**src/cfdp_tlv_pkg.sv**
```systemverilog
package cfdp_tlv_pkg;

    localparam int ID_MAX_OCTETS = 8;
    localparam int OUT_DATA_W    = 112;

    // TLV type codes
    localparam logic [7:0] T_FS_REQ  = 8'h00;
    localparam logic [7:0] T_FS_RESP = 8'h01;
    localparam logic [7:0] T_FAULT   = 8'h04;
    localparam logic [7:0] T_ENTITY  = 8'h06;

    // octet roles
    localparam logic [3:0] ROLE_TYPE    = 4'd0;
    localparam logic [3:0] ROLE_LENGTH  = 4'd1;
    localparam logic [3:0] ROLE_ACTION  = 4'd2;
    localparam logic [3:0] ROLE_NAMELEN = 4'd3;
    localparam logic [3:0] ROLE_NAME    = 4'd4;
    localparam logic [3:0] ROLE_MSGLEN  = 4'd5;
    localparam logic [3:0] ROLE_MSG     = 4'd6;
    localparam logic [3:0] ROLE_ID      = 4'd7;
    localparam logic [3:0] ROLE_FAULT   = 4'd8;
    localparam logic [3:0] ROLE_OTHER   = 4'd9;
    localparam logic [3:0] ROLE_EXCESS  = 4'd10;

    // error codes
    localparam logic [2:0] ERR_OK      = 3'd0;
    localparam logic [2:0] ERR_TRUNC   = 3'd1;
    localparam logic [2:0] ERR_BAD_LEN = 3'd2;
    localparam logic [2:0] ERR_UNDEF   = 3'd3;
    localparam logic [2:0] ERR_LV      = 3'd4;

    localparam logic [3:0] ACTION_MAX    = 4'd8;
    localparam logic [3:0] ACTION_2NAME_LO = 4'd2;
    localparam logic [3:0] ACTION_2NAME_HI = 4'd4;
    localparam logic [3:0] FCOND_MIN     = 4'd1;
    localparam logic [3:0] FCOND_MAX     = 4'd11;
    localparam logic [3:0] FHAND_MIN     = 4'd1;
    localparam logic [3:0] FHAND_MAX     = 4'd4;

    typedef enum logic [8:0] {
        PH_TYPE   = 9'b000000001,
        PH_LEN    = 9'b000000010,
        PH_ID     = 9'b000000100,
        PH_FAULT  = 9'b000001000,
        PH_ACTION = 9'b000010000,
        PH_LVLEN  = 9'b000100000,
        PH_LVBODY = 9'b001000000,
        PH_OTHER  = 9'b010000000,
        PH_EXCESS = 9'b100000000
    } phase_t;

    typedef enum logic [3:0] {
        LV_FIRST  = 4'b0001,
        LV_SECOND = 4'b0010,
        LV_MSG    = 4'b0100,
        LV_DONE   = 4'b1000
    } lv_stage_t;

    typedef struct packed {
        phase_t      phase;
        logic [7:0]  type_held;
        logic [7:0]  length_held;
        logic [7:0]  value_left;
        logic [7:0]  lv_left;
        lv_stage_t   lv_stage;
        logic        second_needed;
        logic [2:0]  error_held;
        logic [63:0] id_acc;
        logic [3:0]  action_held;
        logic [3:0]  status_held;
    } parse_state_t;

    typedef struct packed {
        logic [3:0]  byte_role;
        logic [7:0]  octet;
        logic [7:0]  tlv_type;
        logic [7:0]  tlv_length;
        logic [3:0]  fs_action;
        logic [3:0]  fs_status;
        logic        name_index;
        logic [63:0] ent_ident;
        logic [3:0]  fault_condition;
        logic [3:0]  fault_handler;
        logic        tlv_end;
        logic [2:0]  error_code;
    } result_t;

    localparam parse_state_t STATE_RESET = '{
        phase:         PH_TYPE,
        type_held:     8'd0,
        length_held:   8'd0,
        value_left:    8'd0,
        lv_left:       8'd0,
        lv_stage:      LV_FIRST,
        second_needed: 1'b0,
        error_held:    ERR_OK,
        id_acc:        64'd0,
        action_held:   4'd0,
        status_held:   4'd0
    };

    // first error in a TLV sticks
    function automatic logic [2:0] set_err(input logic [2:0] held, input logic [2:0] e);
        return (held == ERR_OK) ? e : held;
    endfunction

endpackage

```
**src/cfdp_tlv_step.sv**
```systemverilog
module cfdp_tlv_step (
    input  cfdp_tlv_pkg::parse_state_t state_cur,
    input  logic [7:0]                 octet,
    input  logic                       last,
    output cfdp_tlv_pkg::parse_state_t state_next,
    output cfdp_tlv_pkg::result_t      result
);
    import cfdp_tlv_pkg::*;

    logic [7:0] rem;
    logic       ends;
    logic [3:0] role;
    logic [3:0] fcond;
    logic [3:0] fhand;
    logic       name_idx;
    logic [2:0] err_out;
    logic [7:0] lv_dec;

    function automatic lv_stage_t next_stage(input lv_stage_t st, input logic second,
                                             input logic resp);
        lv_stage_t r;
        unique case (st)
            LV_FIRST:  r = second ? LV_SECOND : (resp ? LV_MSG : LV_DONE);
            LV_SECOND: r = resp ? LV_MSG : LV_DONE;
            default:   r = LV_DONE;
        endcase
        return r;
    endfunction

    assign rem    = state_cur.value_left - 8'd1;
    assign lv_dec = state_cur.lv_left - 8'd1;

    always_comb begin
        state_next = state_cur;
        ends       = 1'b0;
        role       = ROLE_TYPE;
        fcond      = 4'd0;
        fhand      = 4'd0;
        name_idx   = 1'b0;
        err_out    = ERR_OK;

        unique case (state_cur.phase)
            PH_LEN: begin
                role                   = ROLE_LENGTH;
                state_next.length_held = octet;
                state_next.value_left  = octet;
                if (state_cur.type_held == T_ENTITY) begin
                    if (octet < 8'd1 || octet > 8'(ID_MAX_OCTETS)) begin
                        state_next.error_held = set_err(state_cur.error_held, ERR_BAD_LEN);
                        state_next.phase      = PH_EXCESS;
                    end else begin
                        state_next.phase = PH_ID;
                    end
                end else if (state_cur.type_held == T_FAULT) begin
                    if (octet != 8'd1) begin
                        state_next.error_held = set_err(state_cur.error_held, ERR_BAD_LEN);
                        state_next.phase      = PH_EXCESS;
                    end else begin
                        state_next.phase = PH_FAULT;
                    end
                end else if (state_cur.type_held == T_FS_REQ ||
                             state_cur.type_held == T_FS_RESP) begin
                    if (octet == 8'd0)
                        state_next.error_held = set_err(state_cur.error_held, ERR_BAD_LEN);
                    state_next.phase = PH_ACTION;
                end else begin
                    state_next.phase = PH_OTHER;
                end
                ends = (octet == 8'd0);
            end
            PH_ID: begin
                role                  = ROLE_ID;
                state_next.id_acc     = {state_cur.id_acc[55:0], octet};
                state_next.value_left = rem;
                ends                  = (rem == 8'd0);
            end
            PH_FAULT: begin
                role  = ROLE_FAULT;
                fcond = octet[7:4];
                fhand = octet[3:0];
                if (fcond < FCOND_MIN || fcond > FCOND_MAX ||
                    fhand < FHAND_MIN || fhand > FHAND_MAX)
                    state_next.error_held = set_err(state_cur.error_held, ERR_UNDEF);
                state_next.value_left = rem;
                ends                  = (rem == 8'd0);
            end
            PH_ACTION: begin
                role                   = ROLE_ACTION;
                state_next.action_held = octet[7:4];
                if (state_cur.type_held == T_FS_RESP)
                    state_next.status_held = octet[3:0];
                state_next.second_needed = (octet[7:4] >= ACTION_2NAME_LO &&
                                            octet[7:4] <= ACTION_2NAME_HI);
                state_next.lv_stage   = LV_FIRST;
                state_next.value_left = rem;
                ends                  = (rem == 8'd0);
                if (octet[7:4] > ACTION_MAX) begin
                    state_next.error_held = set_err(state_cur.error_held, ERR_UNDEF);
                    state_next.phase      = PH_EXCESS;
                end else begin
                    state_next.phase = PH_LVLEN;
                end
            end
            PH_LVLEN: begin
                role     = (state_cur.lv_stage == LV_MSG) ? ROLE_MSGLEN : ROLE_NAMELEN;
                name_idx = (state_cur.lv_stage == LV_SECOND);
                state_next.value_left = rem;
                ends                  = (rem == 8'd0);
                state_next.lv_left    = octet;
                if (octet > rem) begin
                    state_next.error_held = set_err(state_cur.error_held, ERR_LV);
                    state_next.phase      = PH_EXCESS;
                end else if (octet == 8'd0) begin
                    state_next.lv_stage = next_stage(state_cur.lv_stage,
                                                     state_cur.second_needed,
                                                     state_cur.type_held == T_FS_RESP);
                    if (state_next.lv_stage == LV_DONE) begin
                        if (rem != 8'd0) begin
                            state_next.error_held = set_err(state_cur.error_held, ERR_LV);
                            state_next.phase      = PH_EXCESS;
                        end
                    end else begin
                        state_next.phase = PH_LVLEN;
                    end
                end else begin
                    state_next.phase = PH_LVBODY;
                end
            end
            PH_LVBODY: begin
                role     = (state_cur.lv_stage == LV_MSG) ? ROLE_MSG : ROLE_NAME;
                name_idx = (state_cur.lv_stage == LV_SECOND);
                state_next.value_left = rem;
                ends                  = (rem == 8'd0);
                state_next.lv_left    = lv_dec;
                if (lv_dec == 8'd0) begin
                    state_next.lv_stage = next_stage(state_cur.lv_stage,
                                                     state_cur.second_needed,
                                                     state_cur.type_held == T_FS_RESP);
                    if (state_next.lv_stage == LV_DONE) begin
                        if (rem != 8'd0) begin
                            state_next.error_held = set_err(state_cur.error_held, ERR_LV);
                            state_next.phase      = PH_EXCESS;
                        end
                    end else begin
                        state_next.phase = PH_LVLEN;
                    end
                end
            end
            PH_OTHER: begin
                role                  = ROLE_OTHER;
                state_next.value_left = rem;
                ends                  = (rem == 8'd0);
            end
            PH_EXCESS: begin
                role                  = ROLE_EXCESS;
                state_next.value_left = rem;
                ends                  = (rem == 8'd0);
            end
            default: begin
                // type octet opens a new TLV
                state_next           = STATE_RESET;
                state_next.type_held = octet;
                state_next.phase     = PH_LEN;
            end
        endcase

        // filestore value ran out before every expected LV was seen
        if (ends && role >= ROLE_ACTION && role <= ROLE_MSG &&
            state_next.lv_stage != LV_DONE)
            state_next.error_held = set_err(state_next.error_held, ERR_LV);

        if (ends) begin
            err_out          = state_next.error_held;
            state_next.phase = PH_TYPE;
        end else if (last) begin
            err_out          = ERR_TRUNC;
            state_next.phase = PH_TYPE;
        end

        result.byte_role       = role;
        result.octet           = octet;
        result.tlv_type        = state_next.type_held;
        result.tlv_length      = state_next.length_held;
        result.fs_action       = state_next.action_held;
        result.fs_status       = state_next.status_held;
        result.name_index      = name_idx;
        result.ent_ident       = state_next.id_acc;
        result.fault_condition = fcond;
        result.fault_handler   = fhand;
        result.tlv_end         = ends | last;
        result.error_code      = err_out;
    end

endmodule

```
**src/cfdp_tlv_stream_parser.sv**
```systemverilog
// Datapath: a transaction accepted into the input register passes through the parse logic
// into the result register, which drives m_tvalid.
// Throughput: one octet per cycle; s_tready drops only when both registers are full
// and m_tready is low.
// Reset: synchronous on aresetn low; clears both valid flags and the parse state,
// after which the parser expects a type octet.
module cfdp_tlv_stream_parser (
    input  logic         aclk,
    input  logic         aresetn,
    input  logic         s_tvalid,
    output logic         s_tready,
    input  logic [7:0]   s_tdata,   // octet_in
    input  logic         s_tlast,   // buffer_last
    output logic         m_tvalid,
    input  logic         m_tready,
    // octet_out[7:0], tlv_type[15:8], tlv_length[23:16], fs_action[27:24],
    // fs_status[31:28], name_index[32], ent_ident[96:33], fault_condition[100:97],
    // fault_handler[104:101], error_code[107:105], zero pad[111:108]
    output logic [cfdp_tlv_pkg::OUT_DATA_W-1:0] m_tdata,
    output logic [3:0]   m_tuser,   // byte_role
    output logic         m_tlast    // tlv_end
);
    import cfdp_tlv_pkg::*;

    logic         in_valid_reg;
    logic [7:0]   in_octet_reg;
    logic         in_last_reg;
    logic         out_valid_reg;
    result_t      out_reg;
    parse_state_t state_reg;
    parse_state_t state_next;
    result_t      result_next;
    logic         advance;
    logic         fire;

    assign advance  = !out_valid_reg || m_tready;
    assign s_tready = !in_valid_reg || advance;
    assign fire     = in_valid_reg && advance;

    cfdp_tlv_step u_step (
        .state_cur  (state_reg),
        .octet      (in_octet_reg),
        .last       (in_last_reg),
        .state_next (state_next),
        .result     (result_next)
    );

    always_ff @(posedge aclk) begin
        if (!aresetn) begin
            in_valid_reg  <= 1'b0;
            out_valid_reg <= 1'b0;
            state_reg     <= STATE_RESET;
        end else begin
            if (s_tready)
                in_valid_reg <= s_tvalid;
            if (advance)
                out_valid_reg <= in_valid_reg;
            if (fire)
                state_reg <= state_next;
        end
    end

    always_ff @(posedge aclk) begin
        if (s_tvalid && s_tready) begin
            in_octet_reg <= s_tdata;
            in_last_reg  <= s_tlast;
        end
        if (fire)
            out_reg <= result_next;
    end

    assign m_tvalid = out_valid_reg;
    assign m_tuser  = out_reg.byte_role;
    assign m_tlast  = out_reg.tlv_end;
    assign m_tdata  = {4'd0, out_reg.error_code, out_reg.fault_handler,
                       out_reg.fault_condition, out_reg.ent_ident, out_reg.name_index,
                       out_reg.fs_status, out_reg.fs_action, out_reg.tlv_length,
                       out_reg.tlv_type, out_reg.octet};

`ifndef SYNTHESIS
    // error code only shows on the octet that closes a TLV
    a_err_only_at_end: assert property (@(posedge aclk) disable iff (!aresetn)
        m_tvalid && !m_tlast |-> m_tdata[107:105] == ERR_OK)
        else $error("error code set on an octet without tlv_end");

    // fault nibbles are zero except on the fault octet
    a_fault_nibbles: assert property (@(posedge aclk) disable iff (!aresetn)
        m_tvalid && m_tuser != ROLE_FAULT |-> m_tdata[104:97] == 8'd0)
        else $error("fault nibbles set outside the fault octet");

    // the type octet carries a zero length
    a_type_len_zero: assert property (@(posedge aclk) disable iff (!aresetn)
        m_tvalid && m_tuser == ROLE_TYPE |-> m_tdata[23:16] == 8'd0)
        else $error("nonzero length on a type octet");

    // input side stalls only with both stages full and the output blocked
    a_stall_cause: assert property (@(posedge aclk) disable iff (!aresetn)
        !s_tready |-> in_valid_reg && out_valid_reg && !m_tready)
        else $error("input stalled without a full pipeline");
`endif

endmodule
```
**config.mk**
```make
export PLATFORM = sky130hd
export DESIGN_NAME = cfdp_tlv_stream_parser
export DESIGN_NICKNAME = d
export VERILOG_FILES = /design/src/cfdp_tlv_pkg.sv /design/src/cfdp_tlv_step.sv /design/src/cfdp_tlv_stream_parser.sv
export SDC_FILE = /design/constraint.sdc
export NUM_CORES = 1
export LEC_CHECK = 0
export ABC_AREA = 1
export BUFFER_PORTS_ARGS = -buffer_cell sky130_fd_sc_hd__buf_2
export CAP_MARGIN = 10
export CORE_ASPECT_RATIO = 0.9
export CORE_MARGIN = 5
export CORE_UTILIZATION = 50
export DETAILED_ROUTE_END_ITERATION = 8
export GPL_TIMING_DRIVEN = 0
export PLACE_DENSITY = 0.72
export SYNTH_ARGS = -nofsm -noshare
export SYNTH_HDL_FRONTEND = slang
export SYNTH_HIERARCHICAL = 1
export SYNTH_SLANG_ARGS = --single-unit
export TNS_END_PERCENT = 30
```
**constraint.sdc**
```tcl
create_clock -name aclk -period 10.02 [get_ports aclk]
set_input_delay 2.004 -clock aclk [delete_from_list [all_inputs] [get_ports aclk]]
set_output_delay 2.004 -clock aclk [all_outputs]
set_load 0.01 [all_outputs]
```
# Word level (Yosys, flattened, before mapping)
# Cells that the tools add are included.
# classes
n_shift,0
eq_ne,20
reduce_logical,34
n_lt_le_gt_ge,12
multipliers,0
add_sub_neg,2
n_mux,61
n_div,0
bitwise_logic,3
# op_table
op,count
64-bit case mux with 2 select lines,1
9-bit two-way mux,13
3-bit two-way mux,21
8-bit case mux with 2 select lines,3
9-bit case mux with 5 select lines,1
4-bit two-way mux,11
8-bit logical NOT,4
4-bit case mux with 8 select lines,1
8-bit case mux with 3 select lines,1
7-bit OR reduction,3
3-bit case mux with 6 select lines,1
8-bit by 3-bit equality test with 1-bit output (second input constant),2
8-bit two-way mux,2
8-bit by 1-bit subtractor with 8-bit output (second input constant),2
4-bit case mux with 3 select lines,1
9-bit by 2-bit equality test with 1-bit output (second input constant),1
9-bit by 3-bit equality test with 1-bit output (second input constant),1
9-bit by 4-bit equality test with 1-bit output (second input constant),1
9-bit by 5-bit equality test with 1-bit output (second input constant),1
9-bit by 6-bit equality test with 1-bit output (second input constant),1
9-bit by 7-bit equality test with 1-bit output (second input constant),1
9-bit by 8-bit equality test with 1-bit output (second input constant),1
9-bit equality test (second input constant),1
4-bit equality test (second input constant),2
other kinds (35),55
# totals
latch_bits,0
mem_bits_rw,0
register_bits,245
word_cells,159
romBits,0
out_inout_bits,119
mem_count,0

# Depth between registers and ports, before layout
# Gate-level depths: netlist of run 1.
# depth
word_depth,16
mapped_depth,27

# Cells and area by module
# Netlist of run 1, hierarchy kept.
# by_module_without_submodules
module,seq_area_each_um2,area_each_um2,cells_each,instances
cfdp_tlv_stream_parser,6125.9,9153.8,929,1
cfdp_tlv_step,0.0,3826.2,702,1

# Least setup slack after synthesis of run 1
# Ideal clock, no wire load.
# synth_path
path_kind,input -> register
start,input port m_tready
end,"register out_reg, in the netlist m_tdata[0], enable pin"
required_ns,9.554
cell_stages,5
setup_slack_ns,4.978
n_path_buf,1
arrival_time_ns,4.575
cell_sequence,inv_2 > nand2_2 > buf_4 > nand2_1 > inv_1
# synth_between
elab_chain_cells,2
# synth_rtl
element,line,source
from (decl),cfdp_tlv_stream_parser.sv:15,"input logic m_tready,"
1-bit logical OR,cfdp_tlv_stream_parser.sv:36,assign advance = !out_valid_reg || m_tready;
1-bit logical AND,cfdp_tlv_stream_parser.sv:38,assign fire = in_valid_reg && advance;
via fire,cfdp_tlv_stream_parser.sv:34,logic fire;
to (signal assigned),cfdp_tlv_stream_parser.sv:69,out_reg <= result_next;
to (decl),cfdp_tlv_stream_parser.sv:29,result_t out_reg;
# The timed path passes the listed nets, and every way through them passes these cells.
# A chain may end at the register's enable or synchronous reset.

# Worst setup path in the final report of run 1
# layout_path
start,input port m_tready
end,output port s_tready
# layout_between
elab_chain_cells,2
# layout_rtl
element,line,source
1-bit logical OR,cfdp_tlv_stream_parser.sv:36,
1-bit logical OR,cfdp_tlv_stream_parser.sv:37,assign s_tready = !in_valid_reg || advance;
to (decl),cfdp_tlv_stream_parser.sv:11,"output logic s_tready,"
# No other way between the ends.

==> results of run 1 <==
worst max path at each step:
stage                     startpoint     endpoint  slack [ps]
after floorplan             m_tready   m_tdata[0]        4980
after global placement      m_tready  m_tdata[59]        3600
after detailed placement    m_tready     s_tready        5570
after CTS                   m_tready     s_tready        5570
after global routing        m_tready     s_tready        5540
final                       m_tready     s_tready        5560
cell type report:
| class | count | area, um2 | area share |
|---|---|---|---|
| Sequential cell | 245 | 6130 | 0.410 |
| Buffer | 188 | 1290 | 0.0863 |
| Timing Repair Buffer | 127 | 651 | 0.0436 |
| Clock inverter | 12 | 100 | 0.00671 |
| Tap cell | 348 | 435 | 0.0292 |
| Clock buffer | 38 | 747 | 0.0500 |
| Inverter | 268 | 1010 | 0.0679 |
| Multi-Input combinational cell | 933 | 4570 | 0.306 |
layer usage:
metal | share of wire | global-route usage | vias to the layer above
li1 | - | - | 5502
met1 | 0.43 | 0.339 | 5352
met2 | 0.45 | 0.391 | 479
met3 | 0.093 | 0.0422 | 69
met4 | 0.024 | 0.0592 | 0
met5 | 0 | 0 | -
Yosys cell counts, types with 5 or more instances:
cell        n  area (um2)
ha_1        9         113
o22ai_1    61         382
a21oi_2     6        52.6
dfxtp_1   123        2460
buf_4     123         923
buf_6       7        78.8
nand3_1   166         831
clkbuf_1   13        48.8
nand2_1   268        1010
nand4_1    12        75.1
nor2_2      5        31.3
inv_1     249         935
buf_2      42         210
o21ai_0    40         200
inv_2      17        63.8
xor2_1      5        43.8
nand2_2     7        43.8
nor2_4      6        67.6
o221ai_1    5        43.8
edfxtp_1  122        3660
nor2_1    169         634
nor3_2      6        60.1
a21oi_1   131         656
report_power, final:
part,internal (mW),switching (mW),leakage (nW)
Clock,0.547,0.413,0.418
Sequential,1.10,0.0319,2.24
Combinational,0.117,0.223,3.95
worst max-delay path: cells and delay by family:
family                 cells  cell delay [ps]
buffers and inverters      3              330
AND/OR/NAND/NOR            1              120
through the flow:
stage | power, mW | std cells
final | 2.44 | 2159
after global routing | 2.53 | 2159
after CTS | 2.45 | 2159
after detailed placement | 1.49 | 2109
after global placement | 1.48 | 2108
after floorplan | 1.39 | 1634
cells by family after synthesis:
family | Yosys count | synth area share
flip-flops | 245 | 0.472
buffers and inverters | 456 | 0.177
other | 1 | 0.000289
AO/OA/AOI/OAI | 258 | 0.111
adder cells (fa/ha/maj) | 9 | 0.00868
XOR/XNOR | 6 | 0.00405
AND/OR/NAND/NOR | 656 | 0.227
==> impl_metrics.csv, run 1 <==
group,metric,value,unit
place,dp_hpwl,25700,um
layout,layout_commonest_cell,"nand2_1",
cts,cts_resized,0,
cts,clk_pin_slew,50,ps
floorplanning,io_pins,132,
critical_path,arrival,2450,ps
hold_path,min_path_cells,2,
place,portBuffers,126,
critical_path,setup.worst_path.start_class,"input pin",
timing,finalSetupTns,0,ps
power,leakagePower,6.60,nW
synth,synth_seq_cells,245,
floorplanning,start_util,0.502,
layout,fillers,2327,
global_routing,grt_usage,0.241,
timing,fmax,224,MHz
routing,antenna_left,0,
timing,whs,480,ps
power,vdd_drop_max,0.150,mV
critical_path,critPathMaxFanout,3,
routing,via_per_inst,5.28,
timing,setup_viol,0,
global_routing,grt_antenna_before_repair,0,
layout,final_cell_mix,"268 x nand2_1, 248 x inv_1, 169 x nor2_1",
cts,clock_path_buffers,3,
global_routing,grt_pass1_vias,10531,
timing,relSlewSlack,0.367,
critical_path,crit_chain,"buf_2 -> inv_2 -> nand3_1 -> buf_2",
floorplanning,die_area,0.0293,mm2
routing,first_pass_iters,5,
critical_path,crit_slowest_cell,"buf_2",
global_routing,grt_max_degree,73,
floorplanning,die_x,180,um
synth,ys_types,51,
floorplanning,rows,56,
layout,finalNetCount,1812,
hold_path,hold_class,"reg2reg",
timing,finalHoldViolations,0,
critical_path,max_stage_delay,170,ps
cts,cts-buffers-inserted,27,
timing,skew,22.3,ps
routing,wl_per_cell,17.0,um
cts,htree_num_levels,1,
critical_path,reg2reg_from,"state_reg[88]",
routing,drt_iter0_markers,1155,
layout,final_area,0.0149,mm2
layout,num_antenna_cells,0,
critical_path,worstSetupPathType,"in2out",
critical_path,worstRegToRegCells,27,
layout,utilization,0.577,
synth,synth-edff-count,122,
routing,vias,11402,
critical_path,critPathRequiredTime,8020,ps
timing,worst_slew_pin_slew,947,ps
power,power.density,163,mW/mm2
floorplanning,die_h,163,um
global_routing,overflow,0,
cts,cts_root_buf,"clkbuf_16",
run,drv_cap,0,
synth,async_flop_share,0,
hold_path,hold_start,"state_reg[43]",
layout,largest_reg_flops,121,
synth,netlist_area,0.0130,mm2
place,placed_area,0.0141,mm2
place,place.gp.congestion,0.947,
cts,cts_setup_buffers,0,
run_status,status,"completed",
timing,maxSlewViolCount,0,
routing,drc,0,
hold_path,holdPathEnd,"state_reg[43]",
critical_path,crit_top_cell,"buf_2",
global_routing,grt_pass1_wl,56800,um
synth,synth_flop_cell,"dfxtp_1",
synth,avgSynthCellArea,7.96,um2
critical_path,reg2reg_setup_slack,6930,ps
synth,synthCells,1631,
cts,clk_latency,560,ps
timing,post-route-min-period,4460,ps
layout,area_growth,15.0,%
cts,cts_sinks,245,
cts,postCtsHoldBufs,0,
routing,wl,36700,um
floorplanning,core,0.0259,mm2
synth,ys_warn_count,6,
timing,fin_ws,5560,ps
place,dp_slack,5570,ps
layout,drive_gt1_frac,0.223,
timing,period_share,0.445,
timing,rsz0062_at_grt,"no",
cts,cts_tree,"done",
critical_path,crit_path_end_kind,"output pin",
critical_path,worstReg2RegEnd,"state_reg[74]",
synth,seq_area_frac_synth,0.472,
Note: power is estimated with default switching activity, not from simulation.
==> run 2, diff against run 1 <==
--- a/config.mk
+++ b/config.mk
@@ -13,7 +13,7 @@
 export CORE_UTILIZATION = 50
 export DETAILED_ROUTE_END_ITERATION = 8
 export GPL_TIMING_DRIVEN = 0
-export PLACE_DENSITY = 0.72
+export PLACE_DENSITY = 0.75
 export SYNTH_ARGS = -nofsm -noshare
 export SYNTH_HDL_FRONTEND = slang
 export SYNTH_HIERARCHICAL = 1
==> constraint.sdc (replaced) <==
create_clock -name aclk -period 3.7 [get_ports aclk]
set_input_delay 0.74 -clock aclk [delete_from_list [all_inputs] [get_ports aclk]]
set_output_delay 0.74 -clock aclk [all_outputs]
set_load 0.01 [all_outputs]
==> impl_metrics.csv, run 2 (synthesized netlist as in run 1, its figures left out) <==
group,metric,value,unit
power,leakagePower,6.58,nW
cts,clk_latency,540,ps
cts,cts-buffers-inserted,26,
timing,fmax,321,MHz
floorplanning,die_x,180,um
floorplanning,die_h,163,um
layout,num_antenna_cells,0,
timing,worst_slew_pin_slew,907,ps
power,vdd_drop_max,0.376,mV
routing,wl,36800,um
routing,drt_iter0_markers,1180,
layout,final_area,0.0149,mm2
routing,vias,11350,
cts,htree_num_levels,1,
layout,final_cell_mix,"268 x nand2_1, 248 x inv_1, 169 x nor2_1",
layout,finalNetCount,1812,
global_routing,grt_pass1_vias,10764,
global_routing,grt_max_degree,45,
run,drv_cap,0,
critical_path,critPathRequiredTime,4120,ps
power,power.density,437,mW/mm2
floorplanning,die_area,0.0293,mm2
hold_path,min_path_cells,1,
routing,wl_met1,15800,um
layout,utilization,0.577,
global_routing,grt_pass1_wl,57800,um
timing,skew,14.9,ps
floorplanning,rows,56,
routing,drc,0,
floorplanning,start_util,0.502,
timing,maxSlewViolCount,0,
cts,clock_path_buffers,3,
place,place.gp.congestion,0.943,
floorplanning,core,0.0259,mm2
place,placed_area,0.0141,mm2
cts,cts_resized,0,
cts,postCtsHoldBufs,0,
timing,setup_viol,0,
run_status,status,"completed",
critical_path,worstRegToRegCells,26,
cts,cts_sinks,245,
layout,final_cell_count_no_fill,2158,
layout,drive_gt1_frac,0.223,
routing,first_pass_iters,6,
routing,wl_per_cell,17.0,um
floorplanning,io_pins,132,
cts,cts_root_buf,"clkbuf_16",
routing,wl_met3,3040,um
cts,cts_tree,"done",
timing,relSlewSlack,0.394,
global_routing,grt_usage,0.243,
timing,finalHoldViolations,0,
timing,period_share,0.843,
layout,largest_reg_flops,121,
critical_path,worstSetupPathType,"reg2reg",
place,portBuffers,126,
place,dp_hpwl,26000,um
hold_path,hold_class,"in2reg",
timing,rsz0062_at_grt,"no",
power,power,6.53,mW
critical_path,critPathMaxFanout,7,
global_routing,overflow,0,
cts,cts_setup_buffers,0,
place,place_inst,2110,
critical_path,crit_path_end_kind,"flip-flop",
global_routing,grt_antenna_before_repair,0,
routing,via_per_inst,5.26,
routing,antenna_left,0,
critical_path,setup.worst_path.start_class,"flip-flop",
critical_path,arrival,3540,ps
routing,routed-wl-met2,16500,um
routing,highest_layer,"met4",
layout,layout_commonest_cell,"nand2_1",
layout,area_growth,15.0,%
cts,clk_pin_slew,60,ps
timing,post-route-min-period,3120,ps
==> run 2: changes by cell type in the layout (fill, tap and decap cells not counted), moves of 2 or more <==
| cell | before | now |
|---|---|---|
| inv_6 | 1 | 3 |
| clkinv_2 | 7 | 1 |
| clkinv_4 | 0 | 4 |
| clkinvlp_4 | 1 | 5 |
| clkbuf_8 | 3 | 1 |
| clkbuf_1 | 21 | 19 |
==> run 2: final cells by class <==
class / instances / area (um2)
Clock inverter: 15 / 141
Inverter: 268 / 1010
Sequential cell: 245 / 6130
Multi-Input combinational cell: 933 / 4570
Clock buffer: 33 / 687
Tap cell: 348 / 435
Fill cell: 2341 / 10900
Timing Repair Buffer: 128 / 671
Buffer: 188 / 1290
==> run 2: power breakdown <==
group	switching, mW	total, mW	leakage (nW)	internal [mW]
logic	0.605	0.925	3.95	0.320
registers	0.0866	3.07	2.24	2.99
clock network	1.12	2.53	0.389	1.41
total	1.82	6.53	6.58	4.71
==> run 2: metrics by stage <==
| stage | TNS, ps | hold slack (ps) | setup slack [ps] |
|---|---|---|---|
| finish | 0 | 375 | 581 |
| global route | 0 | 356 | 264 |
| CTS | 0 | 357 | 659 |
| detailed placement | 0 | 468 | 684 |
| global placement | -80420 | 459 | -722 |
| floorplan | 0 | 452 | 462 |
==> run 2: worst max-delay path: stages (launching register included) <==
cell and delay, ps:
dfxtp_1 410, inv_1 90, ha_1 260, xor2_1 140
inv_1 90, ha_1 280, nand2_1 50, inv_1 80
nand2_1 60, nand2_1 50, nand2_1 40, nand2_1 50
nand2_1 50, nand2_1 50, nand2_1 50, nand2_1 240
nand2_2 200, nand3_1 110, nand2_1 70, nand4_1 80
nand2_1 60, nor2_1 160, nand2_1 80, inv_1 60
nand3_1 60, nand2_1 70, nor2_1 50
==> run 2: worst paths after layout <==
kind	startpoint	to	slack, ps
hold / removal	s_tdata[1]	in_octet_reg[1]	370
hold reg to reg	state_reg[60]	state_reg[60]	480
setup / recovery	state_reg[88]	state_reg[74]	580
setup reg to reg	state_reg[88]	state_reg[74]	580
==> run 2: routing by layer <==
layer	vias to the layer above	track usage
met4	0	0.0959
met2	456	0.385
met3	99	0.0395
li1	5509	-
met1	5286	0.337
met5	-	0
==> run 3, diff against run 2 <==
--- a/config.mk
+++ b/config.mk
@@ -13,7 +13,7 @@
 export CORE_UTILIZATION = 50
 export DETAILED_ROUTE_END_ITERATION = 8
 export GPL_TIMING_DRIVEN = 0
-export PLACE_DENSITY = 0.75
+export PLACE_DENSITY = 0.72
 export SYNTH_ARGS = -nofsm -noshare
 export SYNTH_HDL_FRONTEND = slang
 export SYNTH_HIERARCHICAL = 1
==> constraint.sdc (replaced) <==
create_clock -name aclk -period 2.9 [get_ports aclk]
set_input_delay 0.58 -clock aclk [delete_from_list [all_inputs] [get_ports aclk]]
set_output_delay 0.58 -clock aclk [all_outputs]
set_load 0.01 [all_outputs]
==> impl_metrics.csv, run 3 (synthesized netlist as in run 1, its figures left out) <==
group,metric,value,unit
cts,cts_root_buf,"clkbuf_16",
critical_path,reg2reg_setup_slack,110,ps
power,p_seq_frac,0.435,
timing,setup_viol,0,
critical_path,worstReg2RegEnd,"state_reg[74]",
layout,utilization,0.591,
power,switching_share,0.263,
layout,final_area,0.0153,mm2
place,placed_area,0.0141,mm2
global_routing,grt_max_degree,44,
critical_path,crit_top_cell,"nand2_1",
critical_path,arrival,3230,ps
place,place.gp.congestion,0.961,
power,leakagePower,6.74,nW
place,portBuffers,126,
global_routing,grt_pass1_vias,10913,
timing,fmax,358,MHz
layout,num_antenna_cells,0,
cts,cts_tree,"done",
global_routing,overflow,0,
place,dp_hpwl,26000,um
hold_path,holdPathEnd,"in_octet_reg[5]",
floorplanning,io_pins,132,
power,combPwrFrac,0.137,
power,vdd_drop_max,0.494,mV
critical_path,crit_slowest_cell,"dfxtp_1",
routing,antenna_left,0,
critical_path,reg2reg_from,"state_reg[90]",
critical_path,max_stage_delay,420,ps
floorplanning,die_x,180,um
timing,skew,14.1,ps
place,place_inst,2110,
global_routing,grt_antenna_before_repair,0,
cts,clock_path_buffers,3,
routing,via_per_inst,5.28,
critical_path,crit_path_end_kind,"flip-flop",
timing,period_share,0.963,
floorplanning,die_h,163,um
critical_path,worstRegToRegCells,26,
cts,clk_latency,540,ps
layout,fillers,2323,
routing,drt_iter0_markers,1083,
layout,area_growth,17.7,%
timing,finalHoldViolations,0,
timing,maxSlewViolCount,0,
floorplanning,die_area,0.0293,mm2
floorplanning,core,0.0259,mm2
global_routing,grt_usage,0.244,
critical_path,critPathRequiredTime,3330,ps
layout,drive_gt1_frac,0.243,
critical_path,setup.worst_path.start_class,"flip-flop",
layout,final_cell_count_no_fill,2168,
cts,clk_pin_slew,60,ps
floorplanning,start_util,0.502,
timing,rsz0062_at_grt,"yes",
power,power_switching,2.37,mW
power,power.density,591,mW/mm2
critical_path,cp.buffers_inverters,2,
routing,wl_per_cell,17.1,um
critical_path,crit_family,"simple AND/OR/NAND/NOR gates",
layout,layout_commonest_cell,"nand2_1",
routing,wl,37100,um
routing,drc,0,
run_status,status,"completed",
cts,cts_sinks,245,
routing,vias,11440,
layout,final_cell_mix,"261 x nand2_1, 241 x inv_1, 168 x buf_2, 168 x nor2_1, 165 x nand3_1",
critical_path,critPathMaxFanout,7,
hold_path,min_path_cells,1,
power,p_int,6.65,mW
global_routing,grt_pass1_wl,57600,um
layout,finalNetCount,1822,
critical_path,worstSetupPathType,"reg2reg",
timing,relSlewSlack,0.287,
floorplanning,rows,56,
hold_path,hold_class,"in2reg",
timing,post-route-min-period,2790,ps
layout,largest_reg_flops,121,
cts,htree_num_levels,1,
routing,first_pass_iters,5,
run,drv_cap,0,
cts,cts-buffers-inserted,26,
timing,worst_slew_pin_slew,1070,ps
power,power.share.clock,0.428,
hold_path,hold_start,"s_tdata[5]",
[run 3: per-stage QoR]
stage / worst slack [ps] / total power, mW / hold WS [ps] / setup TNS [ps]
5_1_grt: -135 / 9.37 / 192 / -384
6_report: 108 / 9.02 / 214 / 0
3_3_place_gp: -1110 / 5.12 / 459 / -124260
4_1_cts: 5.55 / 9.02 / 196 / 0
3_5_place_dp: -87.5 / 5.15 / 467 / -104
2_1_floorplan: -31.1 / 4.81 / 452 / -3510
[run 3: timing repair]
| action | CTS | global route |
|---|---|---|
| hold buffers | 0 | 0 |
| setup endpoints to repair | 2 | 30 |
| pin swaps | 0 | 2 |
| resized for setup | 3 | 25 |
| setup buffers | 0 | 10 |
| endpoints found under the hold margin | 0 | 0 |
[run 3: final cells by class]
| cell class | count | area [um2] | area share |
|---|---|---|---|
| Buffer | 188 | 1290 | 0.0847 |
| Sequential cell | 245 | 6130 | 0.401 |
| Inverter | 268 | 1030 | 0.0677 |
| Clock inverter | 19 | 330 | 0.0216 |
| Timing Repair Buffer | 138 | 746 | 0.0488 |
| Tap cell | 348 | 435 | 0.0285 |
| Clock buffer | 29 | 672 | 0.0440 |
| Multi-Input combinational cell | 933 | 4630 | 0.303 |
[run 3: power groups by stage]
| stage | registers [mW] | logic (mW) | clock network, mW |
|---|---|---|---|
| after floorplan | 4.00 | 0.814 | 0 |
| after global placement | 4.00 | 1.13 | 0 |
| after detailed placement | 3.99 | 1.16 | 0 |
| after CTS | 3.92 | 1.18 | 3.92 |
| after global routing | 3.94 | 1.36 | 4.07 |
| final | 3.92 | 1.24 | 3.86 |
[run 3: worst max-delay path by stage]
stage                        startpoint       endpoint  slack (ps)  cells past startpoint
final                     state_reg[90]  state_reg[74]         110                     26
after global routing      state_reg[90]  state_reg[74]        -140                     26
after CTS                 state_reg[88]  state_reg[74]           6                     27
after detailed placement  state_reg[90]  state_reg[74]         -90                     26
after global placement         m_tready    m_tdata[53]       -1110                      6
after floorplan                m_tready     m_tdata[0]         -30                      5
[run 3: per-layer routing]
metal  vias up  track usage  share of wire
met1      5348        0.334           0.43
met4         0       0.0706          0.030
li1       5506            -              -
met5         -            0              0
met2       503        0.393           0.45
met3        83       0.0549          0.087
[run 3: worst register-to-register path, delay by kind of cell, from the launching register on]
| kind | cells | cell delay (ps) |
|---|---|---|
| flip-flops | 1 | 420 |
| adder cells (fa/ha/maj) | 1 | 300 |
| buffers and inverters | 2 | 110 |
| XOR/XNOR | 1 | 230 |
| AND/OR/NAND/NOR | 22 | 1630 |
